`config.mk`:
```
export PLATFORM = sky130hd
export DESIGN_NAME = ehi_ctrl
export DESIGN_NICKNAME = d
export VERILOG_FILES = /design/src/rtl/ehi_pkg.sv /design/src/rtl/ehi_ctrl.sv
export SDC_FILE = /design/constraint.sdc
export NUM_CORES = 1
export LEC_CHECK = 0
export BUFFER_PORTS_ARGS = -buffer_cell sky130_fd_sc_hd__buf_2
export CAP_MARGIN = 25
export CELL_PAD_IN_SITES_DETAIL_PLACEMENT = 0
export CELL_PAD_IN_SITES_GLOBAL_PLACEMENT = 1
export CORE_UTILIZATION = 33
export CTS_CLUSTER_DIAMETER = 40
export DETAILED_ROUTE_END_ITERATION = 12
export PLACE_DENSITY_LB_ADDON = 0.1
export SKIP_LAST_GASP = 1
export SYNTH_ARGS = -nofsm -noshare
export SYNTH_HDL_FRONTEND = slang
export SYNTH_SLANG_ARGS = --single-unit
```
`constraint.sdc`:
```
create_clock -name clk -period 5 [get_ports clk]
set_input_delay 0.75 -clock clk [delete_from_list [all_inputs] [get_ports clk]]
set_output_delay 0.75 -clock clk [all_outputs]
set_load 0.005 [all_outputs]
```
`src/rtl/ehi_pkg.sv`:
```
// Shared types, constants and command codes of the extendible hash index.
package ehi_pkg;

    localparam int SLOTS         = 64;
    localparam int DIR_ENTRIES   = 1024;
    localparam int KEY_BYTES     = 19;
    localparam int SLOT_BITS     = $clog2(SLOTS);
    localparam int DIR_BITS      = $clog2(DIR_ENTRIES);
    localparam int CNT_BITS      = $clog2(SLOTS + 1);
    localparam int GD_BITS       = $clog2(DIR_BITS + 1);
    localparam int BC_BITS       = DIR_BITS + 1;
    localparam int ADDR_BITS     = DIR_BITS + SLOT_BITS;
    localparam int STORE_DEPTH   = DIR_ENTRIES * SLOTS;
    localparam int KEY_W         = 152;
    localparam int BYTE_IDX_BITS = $clog2(KEY_BYTES);

    localparam logic [63:0] HASH_SEED = 64'd5381;

    typedef enum logic [1:0] {
        OP_INSERT,
        OP_SEARCH,
        OP_REMOVE,
        OP_UPDATE
    } ehi_op_t;

    typedef enum logic [1:0] {
        ST_OK,
        ST_MISS,
        ST_FULL
    } ehi_status_t;

    typedef struct packed {
        ehi_op_t     op;
        logic [63:0] key_word0;
        logic [63:0] key_word1;
        logic [23:0] key_word2;
        logic [31:0] payload;
    } ehi_req_t;

    typedef struct packed {
        ehi_status_t status;
        logic [31:0] payload_out;
    } ehi_rsp_t;

    typedef enum logic [4:0] {
        CMD_NOP,
        CMD_INIT0,
        CMD_INIT1,
        CMD_LOAD,
        CMD_HASH_STEP,
        CMD_DIR_RD,
        CMD_BKT,
        CMD_META,
        CMD_INS_WR,
        CMD_NOTFOUND,
        CMD_SCAN_RD,
        CMD_NEXT,
        CMD_FOUND,
        CMD_RM_WR,
        CMD_FULL,
        CMD_DBL_START,
        CMD_DBL_RD,
        CMD_DBL_WR,
        CMD_DBL_END,
        CMD_NEW,
        CMD_NEW2,
        CMD_SLOT_LOAD,
        CMD_MOVE,
        CMD_EC_B,
        CMD_EC_N,
        CMD_SW_RD,
        CMD_SW_WR,
        CMD_OUT
    } ehi_cmd_t;

    typedef struct packed {
        logic hash_last;
        logic match;
        logic room;
        logic scan_end;
        logic ld_ge_gd;
        logic gd_max;
        logic bc_full;
        logic i_end;
        logic is_insert;
        logic is_remove;
    } ehi_stat_t;

endpackage

```
`src/rtl/ehi_ctrl.sv`:
```
// Sequencer of the hash index: walks each transaction through hash, lookup and split.
module ehi_ctrl import ehi_pkg::*;
(
    input  logic      clk,
    input  logic      rst_n,
    input  logic      req_valid,
    output logic      req_ready,
    output logic      rsp_valid,
    input  logic      rsp_ready,
    input  ehi_stat_t stat,
    output ehi_cmd_t  cmd
);

    typedef enum logic [4:0] {
        S_INIT0, S_INIT1, S_IDLE, S_HASH, S_DIR, S_BKT, S_META, S_INS,
        S_SPLIT_CHK, S_DBL_RD, S_DBL_WR, S_NEW, S_NEW2, S_RD_SLOT,
        S_LD_SLOT, S_SH, S_MOVE, S_EC_N, S_SW_RD, S_SW_WR, S_SCAN,
        S_CMP, S_RM, S_OUT
    } state_t;

    state_t state_reg, state_next;
    logic   rsp_valid_reg, rsp_valid_next;

    always_comb
    begin
        state_next = state_reg;
        cmd        = CMD_NOP;
        unique case (state_reg)
            S_INIT0:
            begin
                cmd        = CMD_INIT0;
                state_next = S_INIT1;
            end
            S_INIT1:
            begin
                cmd        = CMD_INIT1;
                state_next = S_IDLE;
            end
            S_IDLE:
            begin
                if (req_valid)
                begin
                    cmd        = CMD_LOAD;
                    state_next = S_HASH;
                end
            end
            S_HASH:
            begin
                cmd = CMD_HASH_STEP;
                if (stat.hash_last)
                    state_next = S_DIR;
            end
            S_DIR:
            begin
                cmd        = CMD_DIR_RD;
                state_next = S_BKT;
            end
            S_BKT:
            begin
                cmd        = CMD_BKT;
                state_next = S_META;
            end
            S_META:
            begin
                cmd        = CMD_META;
                state_next = stat.is_insert ? S_INS : S_SCAN;
            end
            S_INS:
            begin
                if (stat.room)
                begin
                    cmd        = CMD_INS_WR;
                    state_next = S_OUT;
                end
                else
                    state_next = S_SPLIT_CHK;
            end
            S_SPLIT_CHK:
            begin
                priority if (stat.ld_ge_gd && (stat.gd_max || stat.bc_full))
                begin
                    cmd        = CMD_FULL;
                    state_next = S_OUT;
                end
                else if (stat.ld_ge_gd)
                begin
                    cmd        = CMD_DBL_START;
                    state_next = S_DBL_RD;
                end
                else if (stat.bc_full)
                begin
                    cmd        = CMD_FULL;
                    state_next = S_OUT;
                end
                else
                    state_next = S_NEW;
            end
            S_DBL_RD:
            begin
                if (stat.i_end)
                begin
                    cmd        = CMD_DBL_END;
                    state_next = S_NEW;
                end
                else
                begin
                    cmd        = CMD_DBL_RD;
                    state_next = S_DBL_WR;
                end
            end
            S_DBL_WR:
            begin
                cmd        = CMD_DBL_WR;
                state_next = S_DBL_RD;
            end
            S_NEW:
            begin
                cmd        = CMD_NEW;
                state_next = S_NEW2;
            end
            S_NEW2:
            begin
                cmd        = CMD_NEW2;
                state_next = S_RD_SLOT;
            end
            S_RD_SLOT:
            begin
                if (stat.scan_end)
                begin
                    cmd        = CMD_EC_B;
                    state_next = S_EC_N;
                end
                else
                begin
                    cmd        = CMD_SCAN_RD;
                    state_next = S_LD_SLOT;
                end
            end
            S_LD_SLOT:
            begin
                cmd        = CMD_SLOT_LOAD;
                state_next = S_SH;
            end
            S_SH:
            begin
                cmd = CMD_HASH_STEP;
                if (stat.hash_last)
                    state_next = S_MOVE;
            end
            S_MOVE:
            begin
                cmd        = CMD_MOVE;
                state_next = S_RD_SLOT;
            end
            S_EC_N:
            begin
                cmd        = CMD_EC_N;
                state_next = S_SW_RD;
            end
            S_SW_RD:
            begin
                if (stat.i_end)
                    state_next = S_DIR;
                else
                begin
                    cmd        = CMD_SW_RD;
                    state_next = S_SW_WR;
                end
            end
            S_SW_WR:
            begin
                cmd        = CMD_SW_WR;
                state_next = S_SW_RD;
            end
            S_SCAN:
            begin
                if (stat.scan_end)
                begin
                    cmd        = CMD_NOTFOUND;
                    state_next = S_OUT;
                end
                else
                begin
                    cmd        = CMD_SCAN_RD;
                    state_next = S_CMP;
                end
            end
            S_CMP:
            begin
                if (stat.match)
                begin
                    cmd        = CMD_FOUND;
                    state_next = stat.is_remove ? S_RM : S_OUT;
                end
                else
                begin
                    cmd        = CMD_NEXT;
                    state_next = S_SCAN;
                end
            end
            S_RM:
            begin
                cmd        = CMD_RM_WR;
                state_next = S_OUT;
            end
            S_OUT:
            begin
                if (!rsp_valid_reg || rsp_ready)
                begin
                    cmd        = CMD_OUT;
                    state_next = S_IDLE;
                end
            end
            default:
                state_next = S_IDLE;
        endcase
    end

    always_comb
    begin
        rsp_valid_next = rsp_valid_reg;
        if (cmd == CMD_OUT)
            rsp_valid_next = 1'b1;
        else if (rsp_ready)
            rsp_valid_next = 1'b0;
    end

    always_ff @(posedge clk or negedge rst_n)
    begin
        if (!rst_n)
        begin
            state_reg     <= S_INIT0;
            rsp_valid_reg <= 1'b0;
        end
        else
        begin
            state_reg     <= state_next;
            rsp_valid_reg <= rsp_valid_next;
        end
    end

    assign req_ready = (state_reg == S_IDLE);
    assign rsp_valid = rsp_valid_reg;

endmodule

```
# ---- Yosys cells after proc, flatten, opt, wreduce, memory -nomap -nowiden
# Index checks and enable logic that the tools add are counted.
dict set report word_totals {
  ff_bits 6
  ram_bits 0
  input_bits 14
  mem_bits_ro 0
  latch_bits 0
  output_inout_bits 7
  mem_count 0
  elab_cells 70
}
dict set report op_classes {
  shift 0
  mul 0
  bitwise_logic 0
  addsub 0
  muxes 30
  magnitude_cmp 0
  eq_ne 28
  div 0
  reduce_logical 10
}
# operator n
set ops {}
lappend ops {{$pmux W5 S23} 1}
lappend ops {{$pmux W5 S21} 1}
lappend ops {{$mux W5} 14}
lappend ops {{$eq A5 B5 Y1 const B} 9}
lappend ops {{$eq A5 B4 Y1 const B} 8}
lappend ops {{$eq A5 B3 Y1 const B} 4}
lappend ops {{$mux W4} 4}
lappend ops {{$eq A5 B2 Y1 const B} 2}
lappend ops {{$mux W2} 5}
lappend ops {{$ne A2 B2 Y1 const B} 4}
lappend ops {{$reduce_or A2 Y1} 3}
lappend ops {{$eq A5 B1 Y1 const B} 1}
lappend ops {{$logic_not A5 Y1} 1}
lappend ops {{$mux W1} 4}
lappend ops {{$reduce_and A4 Y1} 1}
lappend ops {{$mux W3} 1}
lappend ops {{$logic_or A1 B1 Y1} 2}
lappend ops {{$reduce_bool A2 Y1} 1}
lappend ops {{$logic_and A1 B1 Y1} 1}
lappend ops {{$logic_not A1 Y1} 1}

# ---- Depth between registers and ports, before layout
# Gate-level depths: netlist of the first run.
dict set report depth {
  ltp_word 6
  depth_mapped 6
  depth_no_buf 5
}

# ---- Worst setup path after synthesis of the first run
# No wires, ideal clock.
dict set report synth_timing {
  path_kind {input to output}
  startpoint {input rsp_ready}
  endpoint {output cmd[0]}
  t_arrival_ns 1.646
  stages 4
  required_time_ns 4.250
  path_slack_ns 2.604
  cell_sequence {nand2b_1 a41oi_1 o211ai_1 or3_1}
}
dict set report synth_via {
  elab_chain_cells 3
}
# item line
set synth_lines {}
lappend synth_lines {{from (decl)} ehi_ctrl.sv:9} ;# input logic rsp_ready,
lappend synth_lines {{$logic_or A1 B1 Y1} ehi_ctrl.sv:208} ;# if (!rsp_valid_reg || rsp_ready)
lappend synth_lines {{$mux W5} ehi_ctrl.sv:208}
lappend synth_lines {{$pmux W5 S23} ehi_ctrl.sv:28} ;# unique case (state_reg)
lappend synth_lines {{to (decl)} ehi_ctrl.sv:11} ;# output ehi_cmd_t cmd
# No other way between the ends.

# ---- Worst setup path after layout of the first run
dict set report layout_timing {
  startpoint {register state_reg[2]}
  endpoint {output cmd[1]}
}
dict set report layout_via {
  elab_chain_cells 3
}
# item line
set layout_lines {}
lappend layout_lines {{from (decl)} ehi_ctrl.sv:21} ;# state_t state_reg, state_next;
lappend layout_lines {{from (signal assigned)} ehi_ctrl.sv:237} ;# state_reg <= state_next;
lappend layout_lines {{$eq A5 B4 Y1 / $eq A5 B2 Y1 (equally long branches)} ehi_ctrl.sv:28}
lappend layout_lines {{$reduce_or A2 Y1 (no source line)} --}
lappend layout_lines {{$pmux W5 S23 *} ehi_ctrl.sv:28}
# Mark *: on every way between the ends. The rest lies on a longest branch, timed or not.

==> results of run 1 <==
[area by class of cell]
cell class	instances	area [um2]	share of cell area, %
Clock buffer	3	22.5	2.03
Tap cell	31	38.8	3.50
Timing Repair Buffer	20	100	9.04
Sequential cell	6	150	13.6
Multi-Input combinational cell	123	777	70.2
Inverter	5	18.8	1.69
[layer usage]
layer | part of all wire, % | up-vias
met5 | 0 | -
met3 | 7.7 | 0
met4 | 0 | 0
met1 | 44 | 576
met2 | 48 | 59
li1 | - | 575
[cells by family after synthesis]
logic type | count (synthesis) | synth area share, %
XOR/XNOR | 1 | 0.854
flip-flops | 6 | 14.6
AND/OR/NAND/NOR | 68 | 36.2
buffers and inverters | 17 | 9.63
multiplexers | 3 | 3.05
AO/OA/AOI/OAI | 51 | 35.6
[through the flow]
stage	cell area, um2	util (%)	power (mW)
after floorplan	1030	-	0.549
after global placement	1080	38.0	0.665
after detailed placement	1080	38.0	0.654
after CTS	1110	38.8	0.701
after global routing	1110	38.8	0.772
final	1110	38.8	0.706
[critical path: stages (launching register included)]
cell and delay, ps:
dfrtp_1 840, nor2b_1 560, nand4_1 270, a2bb2oi_1 230, o21ai_0 120, or3_1 140
buf_2 100
[cell usage in the layout, fill, tap and decap left out, types with 2 or more instances in the layout]
cell,netlist,routed
o21ai_1,2,2
or3_1,2,2
or2_2,2,2
mux2i_1,2,2
nand2b_1,9,9
a32oi_1,3,3
inv_1,4,4
nor3b_1,3,3
buf_2,7,20
and2_1,2,2
a211oi_1,2,2
o31ai_1,3,3
o211ai_1,2,2
a22oi_1,3,3
nand2_1,12,12
a2bb2oi_1,3,3
o22ai_1,2,2
a211o_1,2,2
nor2b_1,9,9
clkbuf_4,0,3
nor2_1,12,12
a32o_1,3,3
a21oi_1,10,10
nand4_1,2,2
nand3_1,6,6
nor3_1,2,2
o21ai_0,5,5
dfrtp_1,6,6
[synth_stat cells (3+ instances only)]
| library cell | count |
|---|---|
| nand2_1 | 12 |
| nor2_1 | 12 |
| a21oi_1 | 10 |
| nand2b_1 | 9 |
| nor2b_1 | 9 |
| buf_2 | 7 |
| dfrtp_1 | 6 |
| nand3_1 | 6 |
| o21ai_0 | 5 |
| inv_1 | 4 |
| a22oi_1 | 3 |
| a2bb2oi_1 | 3 |
| a32o_1 | 3 |
| a32oi_1 | 3 |
| buf_4 | 3 |
| nor3b_1 | 3 |
| o31ai_1 | 3 |
[power by group through the flow]
stage               clock network, mW  registers [mW]  logic, mW
floorplan                           0          0.0912      0.458
global placement                    0           0.199      0.465
detailed placement                  0           0.197      0.457
CTS                            0.0442           0.196      0.461
global route                   0.0507           0.210      0.512
finish                         0.0422           0.201      0.463
[how the worst min path moves through the flow]
stage | start | cells after the start | slack (ps) | to
6_report | rst_n | 1 | 320 | state_reg[0]
5_1_grt | rst_n | 1 | 310 | state_reg[0]
4_1_cts | rst_n | 1 | 320 | state_reg[1]
3_5_place_dp | rst_n | 1 | 580 | rsp_valid
3_3_place_gp | rst_n | 1 | 570 | rsp_valid
2_1_floorplan | rst_n | 0 | 450 | rsp_valid
==> results.toml, run 1 <==
[floorplanning]
rows = 19
start_util_pct = 36.0
chipWidth_um = 57.8
core_area_um2 = 2850
pin_count = 21
die_h_um = 57.8
die_area_um2 = 3340

[clocking]
cts_max_level = 1
cts_buffers = 3
postCtsSetupBuffers = 0
clk_latency_ps = 240
cts_resized = 0
cts-root-buf = "clkbuf_4"
cts_hold_buf = 0
clk_path_buf_depth = 2
cts_tree = "done"
cts.sinks = 6
clkTransAtPathRegs_ps = 40

[logic_synthesis]
yosys_warnings = 0
syn_inst = 146
synth_top_area_share_pct = 14.6
synth_top_area_cell = "dfrtp_1"
syn-cell-area_um2 = 1030
synth-edff-count = 0
yosys-top-cells-area = "dfrtp_1 15%, nand2b_1 5.5%, nor2b_1 5.5%"
synth_cell_types = 50
postSynthAreaPerCell_um2 = 7.03
seq_area_frac_synth_pct = 14.6
syn_nets = 160
synth_seq_cells = 6
synth-main-ff-cell = "dfrtp_1"
ys_async_sr_fraction_pct = 100

[setup_path]
startpoint_type = "register"
ff2ff_setup_slack_ps = 2600
path_max_fanout = 25
crit_type = "reg -> out"
r2r_start = "state_reg[2]"
reg2regPathDepth = 5
startpoint = "state_reg[2]"
r2r_end = "state_reg[4]"
critPathArrivalTime_ps = 2510
endpoint = "cmd[1]"
crit_required_ps = 4250
end_kind = "primary output"

[detailed_routing]
drtIter0Drc = 59
num_vias = 1210
drt_first_pass_iters = 4
wl_um = 3140
drc = 0
wl_per_cell_um = 16.7
vias_per_cell = 6.44
ant_nets = 0

[flow_run]
cap_violations = 0

[timing]
setup_ws_ps = 1740
post-route-min-period_ps = 3260
finalHoldViolations = 0
worst_pin_slew_ps = 954
setup_tns_ps = 0
slew_headroom_pct = 36.4
finClkSkew_ps = 3.60
max_clock_freq_mhz = 307
slew_violations = 0
setup_violations = 0
rsz0062_at_grt = "false"
period_share_pct = 65.1
holdWs_ps = 324

[finish]
n_antenna_cell = 0
largest_reg_flops = 5
layout-drive-gt1-share_pct = 18.5
finalNetCount = 173
fillers = 304
area_growth_pct = 7.93
finalNonFillerCells = 188

[pwr]
p_switching_mw = 0.387
pwr-share-clk_pct = 6.0
p_leak_nw = 0.473
power_density_nw_per_um2 = 638
max-vdd-ir-drop_v = 0.000409
p_sw_share_pct = 54.8
internal_power_mw = 0.319
combPwrFrac_pct = 65.6
seqPwrFrac_pct = 28.4

[grt]
grt_pass1_wl_um = 5240
grt_start_max_net_pins = 34
use_met2_pct = 34.1
use_met3_pct = 2.68
overflow = 0
grtUsageTotal_pct = 19.8
grt_pass1_vias = 1089
use_met1_pct = 27.7
gr-max-usage-layer = "met2"
antenna_found_initial = 0

[place]
portBuffers = 20
place.gp.congestion = 0.846
preCtsSetupSlack_ps = 2040
dp_cells = 185
dp_hpwl_um = 2260

[run_status]
status = "complete, no violations"

[worst_hold_path]
hold_class = "in -> async"
Power figures use the tool's default switching activity.
==> run 2, diff against run 1 <==
==> constraint.sdc (replaced) <==
create_clock -name clk -period 3 [get_ports clk]
set_input_delay 0.45 -clock clk [delete_from_list [all_inputs] [get_ports clk]]
set_output_delay 0.45 -clock clk [all_outputs]
set_load 0.005 [all_outputs]
==> run 2 against run 1 <==
Count of clock-buffer cells in the layout unchanged. Clock skew decreased by 1.7 ps. Cell area increased by 2.7%. Register-to-register slack got worse by 1700 ps. Via count decreased by 1.2%. Sequential power increased by 16%.
==> results.toml, run 2 (synthesis results as in run 1) <==
[timing]
max_clock_freq_mhz = 366
worst_pin_slew_ps = 765
setup_violations = 0
slew_headroom_pct = 49.0
rsz0062_at_grt = "false"
slew_violations = 0
finClkSkew_ps = 1.88
finalHoldViolations = 0
period_share_pct = 91.0
post-route-min-period_ps = 2730
setup_tns_ps = 0

[floorplanning]
die_area_um2 = 3340
start_util_pct = 36.0
die_h_um = 57.8
rows = 19
chipWidth_um = 57.8
pin_count = 21
core_area_um2 = 2850

[detailed_routing]
drc = 0
vias_per_cell = 6.23
ant_nets = 0
drt_first_pass_iters = 5
wl_um = 3240
drtIter0Drc = 93
wl_per_cell_um = 16.9
num_vias = 1196

[finish]
layout-drive-gt1-share_pct = 20.5
area_growth_pct = 10.9
largest_reg_flops = 5
postLayoutCellArea_um2 = 1140
mostFrequentLayoutCells = "20 x buf_2, 12 x nand2_1, 12 x nor2_1"
finalNetCount = 177
mostFrequentLayoutCell = "buf_2"
n_antenna_cell = 0
finalNonFillerCells = 192

[pwr]
power_density_nw_per_um2 = 1080
max-vdd-ir-drop_v = 0.000652
p_leak_nw = 0.492

[place]
portBuffers = 20
place.gp.congestion = 0.887
placed_area_um2 = 1110
dp_cells = 189
dp_hpwl_um = 2360

[grt]
grt_pass1_wl_um = 5310
grtUsageTotal_pct = 20.3
grt_pass1_vias = 1097
antenna_found_initial = 0
grt_start_max_net_pins = 26
overflow = 0

[setup_path]
path_max_fanout = 25
ff2ff_setup_slack_ps = 900
startpoint_type = "register"
end_kind = "primary output"
slowest_stage = "dfrtp_1"
crit_required_ps = 2550
critPathArrivalTime_ps = 2280
cpPeakStageDelay_ps = 830
crit_chain = "nor2_1, a41oi_1, o211ai_1, or3_1, buf_2"
crit_type = "reg -> out"

[clocking]
clk_path_buf_depth = 2
postCtsSetupBuffers = 0
clkTransAtPathRegs_ps = 40
cts_hold_buf = 0
clk_latency_ps = 240
cts_buffers = 3
cts_max_level = 1
cts_tree = "done"
cts.sinks = 6
cts_resized = 0
cts-root-buf = "clkbuf_4"

[flow_run]
cap_violations = 0

[worst_hold_path]
hold_class = "in -> async"

[run_status]
status = "complete, no violations"
-- run 2: worst max-delay path, delay by kind of cell, from the launching register on --
family	cells	cell delay (ps)
simple gates	2	600
compound gates	2	470
flops	1	830
buf+inv	1	130
-- run 2: path summary, 6_finish.rpt --
| kind | from | end | depth (start not counted) |
|---|---|---|---|
| max | state_reg[4] | cmd[0] | 5 |
| min | rst_n | state_reg[1] | 1 |
| max reg2reg | state_reg[0] | state_reg[4] | 6 |
| min reg2reg | rsp_valid | rsp_valid | 2 |
| max in group asynchronous | rst_n | state_reg[2] | 1 |
| min in group clk | stat[7] | state_reg[1] | 3 |
-- run 2: power by group --
| part | total (mW) | leakage, nW | internal [mW] | switching [mW] |
|---|---|---|---|---|
| clock network | 0.0718 | 0.0138 | 0.0451 | 0.0267 |
| registers | 0.234 | 0.0758 | 0.115 | 0.119 |
| logic | 0.921 | 0.403 | 0.406 | 0.516 |
| total | 1.23 | 0.492 | 0.566 | 0.661 |
-- run 2: metrics by stage --
| stage | util [%] | power (mW) | worst slack (ps) | hold slack [ps] |
|---|---|---|---|---|
| 3_3_place_gp | 39.1 | 1.16 | 562 | 276 |
| 3_5_place_dp | 39.1 | 1.14 | 546 | 278 |
| 2_1_floorplan | - | 0.915 | 1150 | 154 |
| 4_1_cts | 39.9 | 1.22 | 286 | 17.3 |
| 6_report | 39.9 | 1.23 | 270 | 19.1 |
| 5_1_grt | 39.9 | 1.34 | 151 | 16.2 |
-- run 2: cell type report --
cell class | count | area, um2
tap | 31 | 38.8
timing repair buffer | 24 | 130
clock buffer | 3 | 22.5
multi-input combinational | 123 | 777
sequential | 6 | 150
fill | 323 | 1720
inverter | 5 | 18.8
-- run 2: routing by layer --
metal / vias up / global-route usage, % / part of all wire (%)
li1: 579 / - / -
met1: 555 / 29.2 / 45
met2: 56 / 32.4 / 45
met3: 6 / 2.90 / 7.9
met4: 0 / 4.08 / 1.4
met5: - / 0 / 0
==> run 3, diff against run 2 <==
==> constraint.sdc (replaced) <==
create_clock -name clk -period 3.2 [get_ports clk]
set_input_delay 0.48 -clock clk [delete_from_list [all_inputs] [get_ports clk]]
set_output_delay 0.48 -clock clk [all_outputs]
set_load 0.005 [all_outputs]
==> run 3 against run 2 <==
Worst hold slack improved by 35 ps. Final cell count did not move. Cell area did not move. Count of clock-buffer cells in the layout did not move.
==> results.toml, run 3 (synthesis results as in run 1) <==
[run_status]
status = "complete, no violations"

[setup_path]
r2r_end = "state_reg[4]"
crit_required_ps = 2720
crit_type = "reg -> out"
reg2regPathDepth = 5
end_kind = "primary output"
r2r_start = "state_reg[2]"
cpLargestDelayFamily = "simple AND/OR/NAND/NOR gates"
startpoint_type = "register"
critPathArrivalTime_ps = 2410
cpPeakStageDelay_ps = 610
slowest_stage = "dfrtp_1"
ff2ff_setup_slack_ps = 900
cp.depth = 6
crit_chain = "nor2b_1, nand4_1, a2bb2oi_1, o21ai_0, or3_1, buf_2"
path_max_fanout = 15
critPathBufInv = 1

[pwr]
pwr-share-clk_pct = 5.9
finalPower_mw = 1.14
p_switching_mw = 0.619
p_leak_nw = 0.493
seqPwrFrac_pct = 22.2
p_sw_share_pct = 54.1
internal_power_mw = 0.525
combPwrFrac_pct = 71.9
power_density_nw_per_um2 = 1010
max-vdd-ir-drop_v = 0.000501

[timing]
setup_violations = 0
slew_headroom_pct = 49.8
max_clock_freq_mhz = 347
finalHoldViolations = 0
worst_pin_slew_ps = 753
post-route-min-period_ps = 2890
slew_violations = 0
finClkSkew_ps = 0.652
setup_tns_ps = 0
rsz0062_at_grt = "false"
setup_ws_ps = 314
period_share_pct = 90.2
holdWs_ps = 53.7

[floorplanning]
die_h_um = 57.8
core_area_um2 = 2850
die_area_um2 = 3340
rows = 19
chipWidth_um = 57.8
pin_count = 21
start_util_pct = 36.0

[grt]
use_met3_pct = 4.02
grtUsageTotal_pct = 21.0
grt_pass1_vias = 1176
gr-max-usage-layer = "met2"
overflow = 0
use_met1_pct = 28.8
antenna_found_initial = 0
use_met2_pct = 33.9
grt_pass1_wl_um = 5490
grt_start_max_net_pins = 24

[finish]
largest_reg_flops = 5
fillers = 310
mostFrequentLayoutCell = "buf_2"
mostFrequentLayoutCells = "20 x buf_2, 12 x nand2_1, 12 x nor2_1"
finalNetCount = 177
n_antenna_cell = 0
layout-drive-gt1-share_pct = 20.5
area_growth_pct = 10.9

[clocking]
cts-root-buf = "clkbuf_4"
cts_resized = 0
cts_buffers = 3
cts_max_level = 1
clk_latency_ps = 240
cts_hold_buf = 0
cts.sinks = 6
postCtsSetupBuffers = 0
clk_path_buf_depth = 2
clkTransAtPathRegs_ps = 40
cts_tree = "done"

[place]
dp_hpwl_um = 2480
portBuffers = 20
place.gp.congestion = 0.868
preCtsSetupSlack_ps = 632

[detailed_routing]
wl_um = 3380
num_vias = 1220
ant_nets = 0
drt_first_pass_iters = 4
drc = 0
wl_per_cell_um = 17.6
vias_per_cell = 6.35
drtIter0Drc = 76

[flow_run]
cap_violations = 0

[worst_hold_path]
hold_class = "in -> async"
==> run 3: cell counts in the layout (fill, tap and decap cells not counted) <==
No cell type changed its count.
==> run 3: per-layer routing <==
layer,up-vias,share of wire [%]
li1,575,-
met1,577,45
met2,62,46
met3,6,8.8
met4,0,0.68
met5,-,0
==> run 3: per-stage QoR <==
stage               utilization (%)  cell area [um2]  instances
finish                         39.9             1140        192
detailed placement             39.1             1110        189
global route                   39.9             1140        192
CTS                            39.9             1140        192
global placement               39.1             1110        189
floorplan                         -             1030        146
==> run 3: power groups by stage <==
| stage | Combinational (mW) | Sequential (mW) | Clock, mW |
|---|---|---|---|
| global placement | 0.821 | 0.254 | 0 |
| floorplan | 0.715 | 0.143 | 0 |
| finish | 0.822 | 0.254 | 0.0672 |
| detailed placement | 0.810 | 0.251 | 0 |
| global route | 0.907 | 0.267 | 0.0752 |
| CTS | 0.816 | 0.250 | 0.0698 |
==> run 3: layout make-up <==
class	count	area, um2	share of cell area, %
multi-input cells	123	777	68.3
well taps	31	38.8	3.41
flip-flops and latches	6	150	13.2
clock buffers	3	22.5	1.98
repair buffers	24	130	11.4
inverters	5	18.8	1.65
==> run 3: worst max path at each step <==
stage                             from  slack (ps)      to
after global routing      state_reg[2]         110  cmd[1]
after global placement    state_reg[2]         580  cmd[1]
after detailed placement  state_reg[2]         630  cmd[1]
after CTS                 state_reg[2]         360  cmd[1]
final                     state_reg[2]         310  cmd[1]
after floorplan           state_reg[2]        1320  cmd[1]
